`config.mk`:
```
export PLATFORM = sky130hd
export DESIGN_NAME = apc_cfg_regs
export DESIGN_NICKNAME = d
export VERILOG_FILES = /design/src/apc_pkg.sv /design/src/apc_cfg_regs.sv
export SDC_FILE = /design/constraint.sdc
export NUM_CORES = 1
export LEC_CHECK = 0
export BUFFER_PORTS_ARGS = -buffer_cell sky130_fd_sc_hd__buf_4
export CAP_MARGIN = 0
export CORE_MARGIN = 2
export CORE_UTILIZATION = 43
export CTS_BUF_LIST = sky130_fd_sc_hd__clkbuf_4 sky130_fd_sc_hd__clkbuf_8
export CTS_CLUSTER_SIZE = 8
export DETAILED_ROUTE_END_ITERATION = 7
export PLACE_DENSITY = 0.76
export RECOVER_POWER = 25
export SLEW_MARGIN = 10
export SYNTH_ARGS = -nofsm -noshare
export SYNTH_HDL_FRONTEND = slang
export SYNTH_SLANG_ARGS = --single-unit
```
`constraint.sdc`:
```
create_clock -name clk -period 1 [get_ports clk]
set_input_delay 0.05 -clock clk [delete_from_list [all_inputs] [get_ports clk]]
set_output_delay 0.05 -clock clk [all_outputs]
set_load 0.005 [all_outputs]
```
`src/apc_pkg.sv`:
```
`timescale 1ns / 1ps
// ----------------------------------------------------------------------------
// apc_pkg: shared types and constants of the average predictor codec
// Sizes of the line store and position counter, config register indexes and
// the control structs passed between the blocks.
// ----------------------------------------------------------------------------
package apc_pkg;

	// Longest block row held in the line store
	localparam int MAX_WIDTH = 1024;
	// Column index width and column count width (count holds MAX_WIDTH itself)
	localparam int COL_W = (MAX_WIDTH > 1) ? $clog2(MAX_WIDTH) : 1;
	localparam int CNT_W = COL_W + 1;

	localparam int DATA_W = 32;
	localparam int BW_W   = 11;
	localparam int IDX_W  = 2;

	// Config register indexes
	localparam logic [IDX_W-1:0] REG_MODE        = 2'd0;
	localparam logic [IDX_W-1:0] REG_BLOCK_WIDTH = 2'd1;
	localparam logic [IDX_W-1:0] REG_HAS_LEFT    = 2'd2;
	localparam logic [IDX_W-1:0] REG_HAS_ABOVE   = 2'd3;

	// Mode codes
	localparam logic MODE_ENCODE = 1'b0;
	localparam logic MODE_DECODE = 1'b1;

	typedef struct packed {
		logic             mode;
		logic [CNT_W-1:0] eff_width;
		logic             has_left;
		logic             has_above;
	} cfg_t;

	typedef struct packed {
		logic [COL_W-1:0] column;
		logic             first_row;
	} pos_t;

endpackage

```
`src/apc_cfg_regs.sv`:
```
`timescale 1ns / 1ps
// ----------------------------------------------------------------------------
// apc_cfg_regs: configuration registers
// Holds mode, block width and border flags; clamps the width to 1..MAX_WIDTH.
// ----------------------------------------------------------------------------
module apc_cfg_regs
	import apc_pkg::*;
(
	input  logic              clk,
	input  logic              arst_n,
	input  logic              cfg_we,
	input  logic [IDX_W-1:0]  cfg_index,
	input  logic [BW_W-1:0]   cfg_data,
	output cfg_t              cfg
);

	logic            mode_q;
	logic [BW_W-1:0] block_width_q;
	logic            has_left_q;
	logic            has_above_q;
	logic [31:0]     bw_ext;
	logic [31:0]     eff_ext;

	// Take register writes
	always_ff @(posedge clk or negedge arst_n) begin
		if (!arst_n) begin
			mode_q        <= MODE_ENCODE;
			block_width_q <= BW_W'(8);
			has_left_q    <= 1'b0;
			has_above_q   <= 1'b0;
		end else if (cfg_we) begin
			case (cfg_index)
				REG_MODE:        mode_q        <= cfg_data[0];
				REG_BLOCK_WIDTH: block_width_q <= cfg_data;
				REG_HAS_LEFT:    has_left_q    <= cfg_data[0];
				REG_HAS_ABOVE:   has_above_q   <= cfg_data[0];
				default: ;
			endcase
		end
	end

	// Clamp the width: zero acts as one, anything past the store acts as full
	always_comb begin
		bw_ext = {{(32-BW_W){1'b0}}, block_width_q};
		if (bw_ext == 32'd0)
			eff_ext = 32'd1;
		else if (bw_ext > 32'(MAX_WIDTH))
			eff_ext = 32'(MAX_WIDTH);
		else
			eff_ext = bw_ext;
	end

	assign cfg.mode      = mode_q;
	assign cfg.eff_width = eff_ext[CNT_W-1:0];
	assign cfg.has_left  = has_left_q;
	assign cfg.has_above = has_above_q;

endmodule

```
== After elaboration in Yosys (flattened, before gate mapping) ==
Cells that the tools add are included.
Cells by class
  equal/unequal tests: 3
  divide/modulo/power cells: 0
  shift-type cells: 0
  reductions and logical operators: 6
  multiplexer cells: 2
  order comparisons: 1
  bitwise logic cells: 0
  multiply operators: 0
  add/subtract/negate cells: 0
Operators with widths (number)
  $mux W11: 2
  $gt A11 B11 Y1 const B: 1
  $logic_not A11 Y1: 1
  $reduce_and A2 Y1: 4
  $eq A2 B2 Y1 const B: 2
  $eq A2 B1 Y1 const B: 1
  $logic_not A2 Y1: 1
Storage, ports and cells
  register bits: 14
  latch bits: 0
  input bits: 16
  bits in writable memories: 0
  output and inout bits: 14
  memories: 0
  bits in read-only memories: 0
  word-level logic and storage cells: 16

== Depth between registers and ports, before layout ==
  depth in word-level cells: 3
  mapped depth: 3
  mapped depth without buffers: 2

== Worst setup path after synthesis ==
OpenSTA, ideal clock, no wires.
  path kind: reg2reg
  from: register, netlist name block_width_q[10]
  to: register block_width_q[10]
  period minus slack after synthesis: 956 ps
  buffers on the path: 1
  stages on the path, launching flop included: 3
  arrival: 830 ps
  setup slack: 44 ps
  cell sequence: dfrtp_1 > clkbuf_1 > mux2_4
RTL lines
  end signal: assignment: RTL line apc_cfg_regs.sv:34  | REG_BLOCK_WIDTH: block_width_q <= cfg_data;
  end: declaration: RTL line apc_cfg_regs.sv:18  | logic [BW_W-1:0] block_width_q;

==> impl_metrics.ini <==
[final_layout]
layout-drive-gt1-share_pct = 67.6
syn_to_final_growth_pct = 72.7
layout_commonest_cell = buf_4
final_cell_mix = 30 x buf_4, 12 x dfrtp_1, 11 x dlygate4sd3_1
diodes = 0
post-route-util_pct = 81.0
final_net_count = 119

[run]
drv_cap = 0

[sta]
setup_slack_ns = -0.296
finalCritPeriodShare_pct = 130
setup_violations = 12
rsz0062_at_grt = yes
tightestPinTransition_ns = 0.349
hold_viol = 0
slew_viol_final = 0
slew-limit-headroom_pct = 76.8
final.min_clock_period_ns = 1.30
fmax_mhz = 772
fin_skew_ns = 0

[clock_tree]
clkTransAtPathRegs_ns = 0.09
numCtsBuffers = 3
cts_root_buffer = clkbuf_4
tritoncts = done
clock_sinks = 14
clk_path_buf_depth = 2
clk_latency_ns = 0.28
htree_levels = 1

[place]
gp_congestion = 0.691
hpwlAfterDp_mm = 1.07
io_buffers = 29

[grt]
grt_antenna_before_repair = 0
grt_pass1_vias = 572
gr-total-overflow = 0
track_usage_pct = 19.4
grt_start_max_net_pins = 15
grt_pass1_wl_mm = 2.62

[routing]
wl_per_cell_um = 14.8
viasPerCell = 4.74
drt-total-wl_mm = 1.75
drcViolationCount = 0
vias = 559
drt_iter0_drc = 2
postRouteAntennaNets = 0
drtPass1Iterations = 2

[power]
cellPowerDensity_nw_per_um2 = 1630
p_leak_nw = 0.626
total_power_mw = 2.01
vdd_drop_max_uv = 961

[yosys]
syn_inst = 52
synth_ff_type = dfrtp_1
ys_seq_area_share_pct = 49.2
synth_warnings = 0
async_reset_ff_share_pct = 100
synth-seq-cells = 14
syn-cell-area_um2 = 714
synth_edf_count = 0
syn_area_per_cell_um2 = 13.7
ys_types = 16
synth_fp_nets = 68

[worst_setup_path]
setup.worst_path.start_class = register
worstPathArrival_ns = 1.25
criticalPathCategory = reg -> out
endpoint_kind = output pin
path_max_fanout = 2
required_ns = 0.95

[die]
num_rows = 14
die_h_um = 44.8
io_pins = 30
die_w_um = 44.8
dieArea_um2 = 2000
core_um2 = 1520
initial_core_util_pct = 46.9

[outcome]
violations = setup timing
status = finished, violations left

[min_path]
hold_class = in -> reg
[synthesized netlist by cell type (2+ instances only)]
cell,instances,area share (%)
dfrtp_1,13,46
mux2_4,10,21
nor2b_1,9,7.9
mux2_2,4,6.3
buf_4,3,3.2
clkbuf_1,2,1.1
nor4_1,2,1.8
[registers in the layout, indices dropped and copies added (netlist names)]
| name | count |
|---|---|
| has_left_q | 1 |
| mode_q | 1 |
| has_above_q | 1 |
| block_width_q | 11 |
[per-layer routing]
layer | global-route usage, % | vias up | wire (um)
met2 | 34.5 | 17 | 997
met1 | 20.8 | 263 | 651
met4 | 7.27 | 0 | 16
li1 | - | 276 | -
met3 | 7.20 | 3 | 81
met5 | 0 | - | 0
[worst paths after layout]
kind / from / endpoint / slack [ns] / cells past startpoint
setup / recovery: block_width_q[3]$_DFFE_PN1P_ / cfg[2] / -0.30 / 3
hold / removal: cfg_data[0] / has_left_q$_DFFE_PN0P_ / 0.01 / 2
setup reg to reg: block_width_q[1]$_DFFE_PN0P_ / block_width_q[1]$_DFFE_PN0P_ / -0.01 / 3
hold reg to reg: has_above_q$_DFFE_PN0P_ / has_above_q$_DFFE_PN0P_ / 0.51 / 1
max in group asynchronous: arst_n / block_width_q[3]$_DFFE_PN1P_ / 0.52 / 2
min in group asynchronous: arst_n / block_width_q[1]$_DFFE_PN0P_ / 0.18 / 2
[metrics by stage]
stage / setup WS, ns / cells / TNS (ns) / cell area [um2] / hold WS, ns
CTS: -0.304 / 116 / -1.95 / 1180 / 0.00971
global placement: -0.00633 / 98 / -0.00633 / 963 / -0.0963
floorplan: 0.0444 / 52 / 0 / 714 / -0.246
global route: -0.379 / 118 / -2.46 / 1230 / 0.0194
finish: -0.296 / 118 / -2.01 / 1230 / 0.0135
detailed placement: -0.0239 / 98 / -0.0239 / 963 / -0.0937
[area by class of cell]
type                            instances  area, um2
Timing Repair Buffer                   52        453
Fill cell                              82        290
Multi-Input combinational cell         31        368
Inverter                                1       3.75
Sequential cell                        14        353
Tap cell                               16       20.0
Clock buffer                            4       36.3
[critical path, cell delays in order (launching register included)]
cell and delay, ns:
dfstp_2 0.39, nor4_2 0.27, a32o_1 0.19, buf_4 0.10
[cell families after synthesis]
| family | Yosys count | share of synthesized area, % |
|---|---|---|
| and+or+nand+nor | 16 | 15.8 |
| DFF | 14 | 49.2 |
| buffers and inverters | 7 | 6.30 |
| muxes | 14 | 27.3 |
| AOI/OAI and AO/OA | 1 | 1.40 |
[where the power goes]
group | internal [mW] | total (mW) | leakage (nW) | switching, mW
Combinational | 0.567 | 0.812 | 0.441 | 0.245
Clock | 0.222 | 0.419 | 0.0210 | 0.198
Sequential | 0.681 | 0.775 | 0.163 | 0.0944
[timing repair]
action / CTS / global route
gates resized for setup: 11 / 11
setup buffers: 3 / 2
endpoints found under the hold margin: 24 / 0
setup endpoints to repair: 11 / 11
pin swaps: 3 / 1
hold buffers: 11 / 0
Power figures use the tool's default switching activity.
