### config.mk
export PLATFORM = sky130hd
export DESIGN_NAME = apc_position
export DESIGN_NICKNAME = d
export VERILOG_FILES = /design/src/apc_pkg.sv /design/src/apc_position.sv
export SDC_FILE = /design/constraint.sdc
export NUM_CORES = 1
export LEC_CHECK = 0
export BUFFER_PORTS_ARGS = -buffer_cell sky130_fd_sc_hd__buf_4
export CAP_MARGIN = 10
export CORE_MARGIN = 1.5
export CORE_UTILIZATION = 50
export CTS_BUF_LIST = sky130_fd_sc_hd__clkbuf_2
export CTS_CLUSTER_DIAMETER = 150
export DETAILED_ROUTE_END_ITERATION = 6
export GPL_TIMING_DRIVEN = 0
export HOLD_SLACK_MARGIN = 0.08
export PLACE_DENSITY = 0.8
export SLEW_MARGIN = 20
export SYNTH_ARGS = -nofsm -noshare
export SYNTH_HDL_FRONTEND = slang
export SYNTH_SLANG_ARGS = --single-unit
### constraint.sdc
create_clock -name clk -period 7.7 [get_ports clk]
set_input_delay 0.385 -clock clk [delete_from_list [all_inputs] [get_ports clk]]
set_output_delay 0.385 -clock clk [all_outputs]
set_load 0.02 [all_outputs]
### src/apc_pkg.sv
`timescale 1ns / 1ps
// ----------------------------------------------------------------------------
// apc_pkg: shared types and constants of the average predictor codec
// Sizes of the line store and position counter, config register indexes and
// the control structs passed between the blocks.
// ----------------------------------------------------------------------------
package apc_pkg;

	// Longest block row held in the line store
	localparam int MAX_WIDTH = 1024;
	// Column index width and column count width (count holds MAX_WIDTH itself)
	localparam int COL_W = (MAX_WIDTH > 1) ? $clog2(MAX_WIDTH) : 1;
	localparam int CNT_W = COL_W + 1;

	localparam int DATA_W = 32;
	localparam int BW_W   = 11;
	localparam int IDX_W  = 2;

	// Config register indexes
	localparam logic [IDX_W-1:0] REG_MODE        = 2'd0;
	localparam logic [IDX_W-1:0] REG_BLOCK_WIDTH = 2'd1;
	localparam logic [IDX_W-1:0] REG_HAS_LEFT    = 2'd2;
	localparam logic [IDX_W-1:0] REG_HAS_ABOVE   = 2'd3;

	// Mode codes
	localparam logic MODE_ENCODE = 1'b0;
	localparam logic MODE_DECODE = 1'b1;

	typedef struct packed {
		logic             mode;
		logic [CNT_W-1:0] eff_width;
		logic             has_left;
		logic             has_above;
	} cfg_t;

	typedef struct packed {
		logic [COL_W-1:0] column;
		logic             first_row;
	} pos_t;

endpackage

### src/apc_position.sv
`timescale 1ns / 1ps
// ----------------------------------------------------------------------------
// apc_position: raster position tracker
// Gives the column and first-row flag of the beat being taken and advances
// them once per accepted beat.
// ----------------------------------------------------------------------------
module apc_position
	import apc_pkg::*;
(
	input  logic             clk,
	input  logic             arst_n,
	input  logic             advance,
	input  logic             block_start,
	input  logic [CNT_W-1:0] eff_width,
	output pos_t             pos
);

	logic [COL_W-1:0] col_q;
	logic             first_q;
	logic [CNT_W-1:0] col_inc;

	// Restart at column zero of the first row on a block start
	always_comb begin
		if (block_start) begin
			pos.column    = '0;
			pos.first_row = 1'b1;
		end else begin
			pos.column    = col_q;
			pos.first_row = first_q;
		end
		col_inc = {1'b0, pos.column} + CNT_W'(1);
	end

	// Advance, wrapping to the next row at the end of the row
	always_ff @(posedge clk or negedge arst_n) begin
		if (!arst_n) begin
			col_q   <= '0;
			first_q <= 1'b1;
		end else if (advance) begin
			if (col_inc >= eff_width) begin
				col_q   <= '0;
				first_q <= 1'b0;
			end else begin
				col_q   <= col_inc[COL_W-1:0];
				first_q <= pos.first_row;
			end
		end
	end

endmodule

; Word level (Yosys, flattened, before mapping)
; Cells that the tools add are included.
[word_totals]
register_bits = 11
latch_bits = 0
ram_bits = 0
mem_bits_ro = 0
input_bits = 15
out_inout_bits = 11
word_cells = 7
memories = 0
[classes]
add_sub_neg = 1
mul = 0
div_mod_pow = 0
order_cmp = 1
eq_ne = 0
n_shift = 0
muxes = 3
bitwise_logic = 0
reduce_logical = 0
[ops]
columns = cell, n
row1 = $add 10x1->11 const B, 1
row2 = $ge 11x11->1, 1
row3 = $mux 11, 1
row4 = $mux 10, 1
row5 = $mux 1, 1

; Depth between registers and ports, before layout
; Gate-level depths: netlist (run 1).
[logic_depth]
word_depth = 4
ltp_mapped = 11
mapped_depth_nobuf = 10

; Worst setup path after synthesis (run 1)
; Ideal clock, no wire load.
[synth_path]
kind = input to register
start = in block_start
end = reg col_q[0]
setup_ns = 0.096
arrival_time_ns = 2.738
t_required_ns = 7.604
setup_slack_ns = 4.867
path_stages = 11
n_path_buf = 2
cell_sequence = buf_4 > nor2b_1 > and4_1 > xnor2_2 > inv_1 > ha_1 > a21oi_2 > a21boi_1 > or4b_4 > buf_6 > o32ai_2
[synth_rtl]
columns = item, line
row1 = "start, declared", apc_position.sv:13  ; input logic block_start,
row2 = "end signal, assigned", apc_position.sv:44  ; col_q <= col_inc[COL_W-1:0];
row3 = "end, declared", apc_position.sv:18  ; logic [COL_W-1:0] col_q;

; Worst setup path after layout (run 1)
[layout_path]
start = reg col_q[0]
end = reg col_q[9]
[layout_via]
elab_chain_len = 4
[layout_lines]
columns = item, line
row1 = $mux 11 (*), apc_position.sv:24  ; if (block_start) begin
row2 = $add 10x1->11 (*), apc_position.sv:31  ; col_inc = {1'b0, pos.column} + CNT_W'(1);
row3 = $ge 11x11->1, apc_position.sv:40  ; if (col_inc >= eff_width) begin
row4 = $mux 10 (*), apc_position.sv:40
; Mark *: on every way between the ends. The rest lies on a longest branch, timed or not.
; A chain may end at the register's enable or synchronous reset.

==> results_dict.tcl, run 1 <==
set metrics [dict create \
    ys_warn_count 0 \
    critPathKind "register to register" \
    hp-class "primary input to register" \
    synth.top_cell.area_share 0.223 \
    h-tree-depth 1 \
    synth_most_common_cell "inv_1" \
    core_area_um2 2040 \
    worstSetupStartpointType "register" \
    gr-total-overflow 0 \
    clk_latency_ns 0.27 \
    startpoint "col_q[0]" \
    numPortBuffers 25 \
    dieWidth_um 50.4 \
    hold_viol_final 0 \
    ant_nets 0 \
    ys_ff_latch 11 \
    cts_setup_buffers 0 \
    drive_gt1_frac 0.331 \
    fill_cells 189 \
    synth-async-reset-ratio 1.00 \
    drv_cap 0 \
    cts_tree "yes" \
    powerDensity_nw_per_um2 104 \
    die_h_um 50.4 \
    period_needed_ns 2.78 \
    numCtsBuffers 3 \
    whs_path_depth 3 \
    dr.pass1.iters 4 \
    reg2reg_depth 11 \
    min_from "advance" \
    vias_per_cell 5.11 \
    cts-resized-gates 0 \
    grt_pass1_wl_um 4020 \
    grt_usage 0.208 \
    peakVddDrop_mv 0.133 \
    p_leak_nw 0.743 \
    finalWirelength_um 2310 \
    path_clk_slew_ns 0.10 \
    initial_core_util 0.549 \
    cts.sinks 11 \
    post-route-util 0.672 \
    drc_errors 0 \
    dieArea_um2 2540 \
    synth_commonest_cells "inv_1 (30), ha_1 (11), dfrtp_1 (10), o32ai_2 (10), nor2_1 (9)" \
    cts_root_buffer "clkbuf_2" \
    clockPowerShare 0.234 \
    drtIter0Drc 19 \
    rsz0062_at_grt "no" \
    num_rows 16 \
    vias 940 \
    synth-edff-count 0 \
    synth-seq-area-share 0.247 \
    final-setup-viol-count 0 \
    synth_area_um2 1120 \
    cts_max_path_buffers 2 \
    synth_nets 153 \
    cpPeakStageDelay_ns 0.53 \
    required_ns 7.88 \
    switching_share 0.321 \
    antenna_cells 0 \
    power.switching_mw 0.0457 \
    reg2reg_slack_ns 4.92 \
    cp_slowest_cell "or4b_4" \
    ys_types 34 \
    pwr-share-seq 0.462 \
    cp.arrival_ns 2.96 \
    grt_max_degree 12 \
    syn_inst 127 \
    min_to "col_q[1]" \
    grt_antenna_before_repair 0 \
    post_drt_wl_per_cell_um 12.5 \
    tightestPinTransition_ns 0.605 \
    synth_area_leaders "dfrtp_1 (22%), o32ai_2 (15%), ha_1 (12%)" \
    grt_pass1_vias 957 \
    synth_top_cell_by_area "dfrtp_1" \
    fin_crit_sh 0.361 \
    gp_congestion 0.771 \
    max_slew_margin 0.597 \
    p_int_mw 0.0966 \
    status "complete, no violations" \
    crit_fanout 10 \
    r2r-end "col_q[9]" \
    path_cells "and4_1 -> buf_4 -> and4_1 -> xnor2_2 -> inv_1 -> ha_1 -> a21oi_2 -> a21boi_1 -> or4b_4 -> buf_6 -> o32ai_2" \
    nets 184 \
    max_freq_ghz 0.360 \
    syn2layout_area_growth_pct 22.4 \
    place_hpwl_um 1820 \
    avgSynthCellArea_um2 8.83 \
    synth_flop_cell "dfrtp_1" \
    endpoint_kind "register" \
    maxSlewViolCount 0 \
    pwr-share-comb 0.304 \
    r2r_start "col_q[0]" \
    crit_top_cell "and4_1" \
    fin_setup_tns_ns 0 \
    skew_ns 0.00247 \
    io_pins 26 \
]
[registers in the layout, indices dropped and copies added, names as in the netlist]
signal	flops
col_q	10
first_q	1
[worst max path at each step]
stage,endpoint,slack [ns],cells after the start
6_report,col_q[9],4.92,11
5_1_grt,col_q[9],4.80,11
4_1_cts,col_q[2],4.91,11
3_5_place_dp,col_q[9],4.83,12
3_3_place_gp,col_q[8],4.87,12
2_1_floorplan,col_q[0],4.87,11
[worst max-delay path, delay by kind of cell (launching register included)]
| kind | cells | cell delay (ns) |
|---|---|---|
| AOI/OAI and AO/OA | 3 | 0.42 |
| DFF | 1 | 0.46 |
| adders and majority gates | 1 | 0.31 |
| buffers and inverters | 3 | 0.39 |
| and+or+nand+nor | 3 | 0.94 |
| xor gates and xnor gates | 1 | 0.17 |
[through the flow]
stage                     cell area, µm²  cells  total power, mW  worst slack, ns  hold WS, ns
after floorplan                     1120    127           0.0945             4.87       0.0894
after global routing                1370    184            0.151             4.80        0.413
after detailed placement            1340    179            0.110             4.83        0.225
after CTS                           1370    184            0.145             4.91        0.395
after global placement              1340    179            0.108             4.87        0.226
final                               1370    184            0.142             4.92        0.400
[final cells by class]
type	count	area, µm²	share of cell area
buffer	6	53.8	0.0392
clock buffer	4	20.0	0.0146
inverter	31	116	0.0848
multi-input combinational	79	674	0.491
sequential	11	277	0.201
tap	27	33.8	0.0246
timing repair buffer	26	198	0.144
[timing repair]
item                                   4_1_cts  5_1_grt
endpoints found under the hold margin       10        0
setup endpoints to repair                    0        0
hold buffers                                 1        0
[placed cells by master (no fill, tap or decap), types with 3 or more instances in the layout]
cell      instances
inv_1            30
buf_4            28
ha_1             11
o32ai_2          10
dfrtp_1          10
nor2_1            9
nand3_1           5
xnor2_1           5
a21oi_1           5
clkbuf_2          4
nand4_1           3
nand2_1           3
a21o_1            3
nand2b_1          3
nor3_1            3
[power by group through the flow]
| stage | logic [mW] | registers, mW | clock network, mW |
|---|---|---|---|
| global placement | 0.0415 | 0.0663 | 0 |
| finish | 0.0432 | 0.0658 | 0.0333 |
| floorplan | 0.0289 | 0.0656 | 0 |
| detailed placement | 0.0434 | 0.0670 | 0 |
| CTS | 0.0440 | 0.0658 | 0.0348 |
| global route | 0.0481 | 0.0664 | 0.0363 |
[metal layers]
metal  global-route usage  part of all wire  up-vias
met4                0.108             0.026        0
li1                     -                 -      495
met1                0.258              0.46      411
met2                0.357              0.48       27
met5                    0                 0        -
met3               0.0179             0.042        7
[cells by family (layout without fill, tap and decap cells)]
| group | after synthesis | in the layout | share of synthesized area |
|---|---|---|---|
| flops | 11 | 11 | 0.247 |
| fa+ha+maj | 11 | 11 | 0.123 |
| simple gates | 37 | 37 | 0.184 |
| xor+xnor | 6 | 6 | 0.0536 |
| buf+inv | 37 | 67 | 0.152 |
| compound gates | 25 | 25 | 0.241 |
No activity file was read; power rests on OpenSTA's default activity.
==> run 2: changes to the inputs <==
Clock period 7.7 ns to 2.68 ns, I/O delays scaled along.
==> results_dict.tcl, run 2 (same netlist as run 1, synthesis figures left out) <==
set metrics [dict create \
    endpoint_kind "register" \
    hp-class "primary input to register" \
    max_slew_margin 0.478 \
    worstSetupStartpointType "register" \
    period_needed_ns 2.65 \
    critPathKind "register to register" \
    drv_cap 0 \
    p_int_mw 0.306 \
    pwr-share-comb 0.373 \
    ant_nets 0 \
    gp_congestion 0.771 \
    post-route-util 0.784 \
    fin_setup_tns_ns 0 \
    post_drt_wl_per_cell_um 14.1 \
    peakVddDrop_mv 0.313 \
    path_cells "buf_4 -> nand4_1 -> or3_1 -> a21o_1 -> inv_2 -> ha_4 -> nand4_1 -> nor3_2 -> or4b_4 -> clkbuf_16 -> o32ai_4" \
    power.switching_mw 0.152 \
    initial_core_util 0.549 \
    reg2reg_slack_ns 0.03 \
    syn2layout_area_growth_pct 42.7 \
    maxSlewViolCount 0 \
    numPortBuffers 25 \
    post-place-ws_ns -0.0880 \
    vias 1033 \
    rsz0062_at_grt "yes" \
    clk_latency_ns 0.29 \
    place_hpwl_um 1820 \
    dieWidth_um 50.4 \
    num_rows 16 \
    grt_max_degree 12 \
    worst_slack_ns 0.0309 \
    hold_viol_final 0 \
    switching_share 0.332 \
    grt_usage 0.225 \
    cts.sinks 11 \
    pwr-share-seq 0.404 \
    status "complete, no violations" \
    drive_gt1_frac 0.453 \
    powerDensity_nw_per_um2 286 \
    largest_reg_flops 10 \
    final_common_cell "buf_4" \
    cp.arrival_ns 2.85 \
    max_freq_ghz 0.377 \
    nets 197 \
    skew_ns 0.00826 \
    numCtsBuffers 3 \
    final-setup-viol-count 0 \
    largest_register "col_q" \
    cts_max_path_buffers 2 \
    antenna_cells 0 \
    dieArea_um2 2540 \
    p_leak_nw 0.813 \
    h-tree-depth 1 \
    worst-path-buf-inv 3 \
    clockPowerShare 0.223 \
    fin_crit_sh 0.988 \
    io_pins 26 \
    gr-total-overflow 0 \
    final_cell_mix "buf_4 (39), inv_1 (29), nor2_1 (9), ha_1 (9), dfrtp_1 (8)" \
    grt_antenna_before_repair 0 \
    required_ns 2.88 \
    drtIter0Drc 26 \
    dr.pass1.iters 4 \
    grt_pass1_wl_um 4310 \
    finalWirelength_um 2770 \
    cpPeakStageDelay_ns 0.54 \
    crit_top_cell "nand4_1" \
    drc_errors 0 \
    cp_slowest_cell "or4b_4" \
    cp_top_family "simple AND/OR/NAND/NOR gates" \
    core_area_um2 2040 \
    vias_per_cell 5.24 \
    cts_tree "yes" \
    grt_pass1_vias 1020 \
    top_regs "col_q (10), first_q (1)" \
    path_clk_slew_ns 0.12 \
    die_h_um 50.4 \
    crit_fanout 5 \
    cts_root_buffer "clkbuf_2" \
    tightestPinTransition_ns 0.784 \
]
==> run 2: cell type report <==
class	instances	area (µm²)
Buffer	5	55.1
Clock buffer	4	20.0
Fill cell	140	442
Inverter	31	116
Multi-Input combinational cell	79	772
Sequential cell	11	279
Tap cell	27	33.8
Timing Repair Buffer	40	324
==> run 2: power groups by stage <==
stage	combinational (mW)	sequential (mW)	clock [mW]
3_5_place_dp	0.125	0.193	0
6_report	0.171	0.185	0.102
4_1_cts	0.152	0.183	0.100
2_1_floorplan	0.0831	0.188	0
3_3_place_gp	0.119	0.191	0
5_1_grt	0.185	0.186	0.107
==> run 2: worst min-delay path: stages <==
cell     delay (ns)
buf_4          0.09
or2b_1         0.10
o41ai_2        0.06
==> run 2: worst paths after layout <==
kind	startpoint	to	depth (start not counted)
setup / recovery	col_q[1]	col_q[9]	11
hold / removal	advance	col_q[1]	3
setup reg to reg	col_q[1]	col_q[9]	11
hold reg to reg	first_q	first_q	2
max in group asynchronous	arst_n	first_q	2
min in group asynchronous	arst_n	col_q[7]	2
==> run 2: what timing repair did <==
| action | CTS | global route |
|---|---|---|
| buffers inserted | 6 | 7 |
| setup endpoints to repair | 10 | 11 |
| hold endpoints to repair | 11 | 0 |
| hold buffers | 1 | 0 |
| resized for setup | 5 | 16 |
| pin swaps | 2 | 7 |
| cloned | 0 | 1 |
==> run 2: layer usage <==
| layer | routed length [µm] | share of wire | global-route usage | vias to the layer above |
|---|---|---|---|---|
| met5 | 0 | 0 | 0 | - |
| met4 | 56 | 0.020 | 0.135 | 0 |
| met3 | 114 | 0.041 | 0.0208 | 7 |
| met2 | 1390 | 0.50 | 0.386 | 34 |
| met1 | 1220 | 0.44 | 0.272 | 475 |
| li1 | - | - | - | 517 |
==> run 2: through the flow <==
step	std cells	hold WS (ns)	cell area [µm²]	total power, mW
after floorplan	127	-0.162	1120	0.271
after global placement	179	-0.0248	1340	0.310
after detailed placement	179	-0.0257	1340	0.317
after CTS	190	0.141	1440	0.435
after global routing	197	0.160	1600	0.479
final	197	0.139	1600	0.458
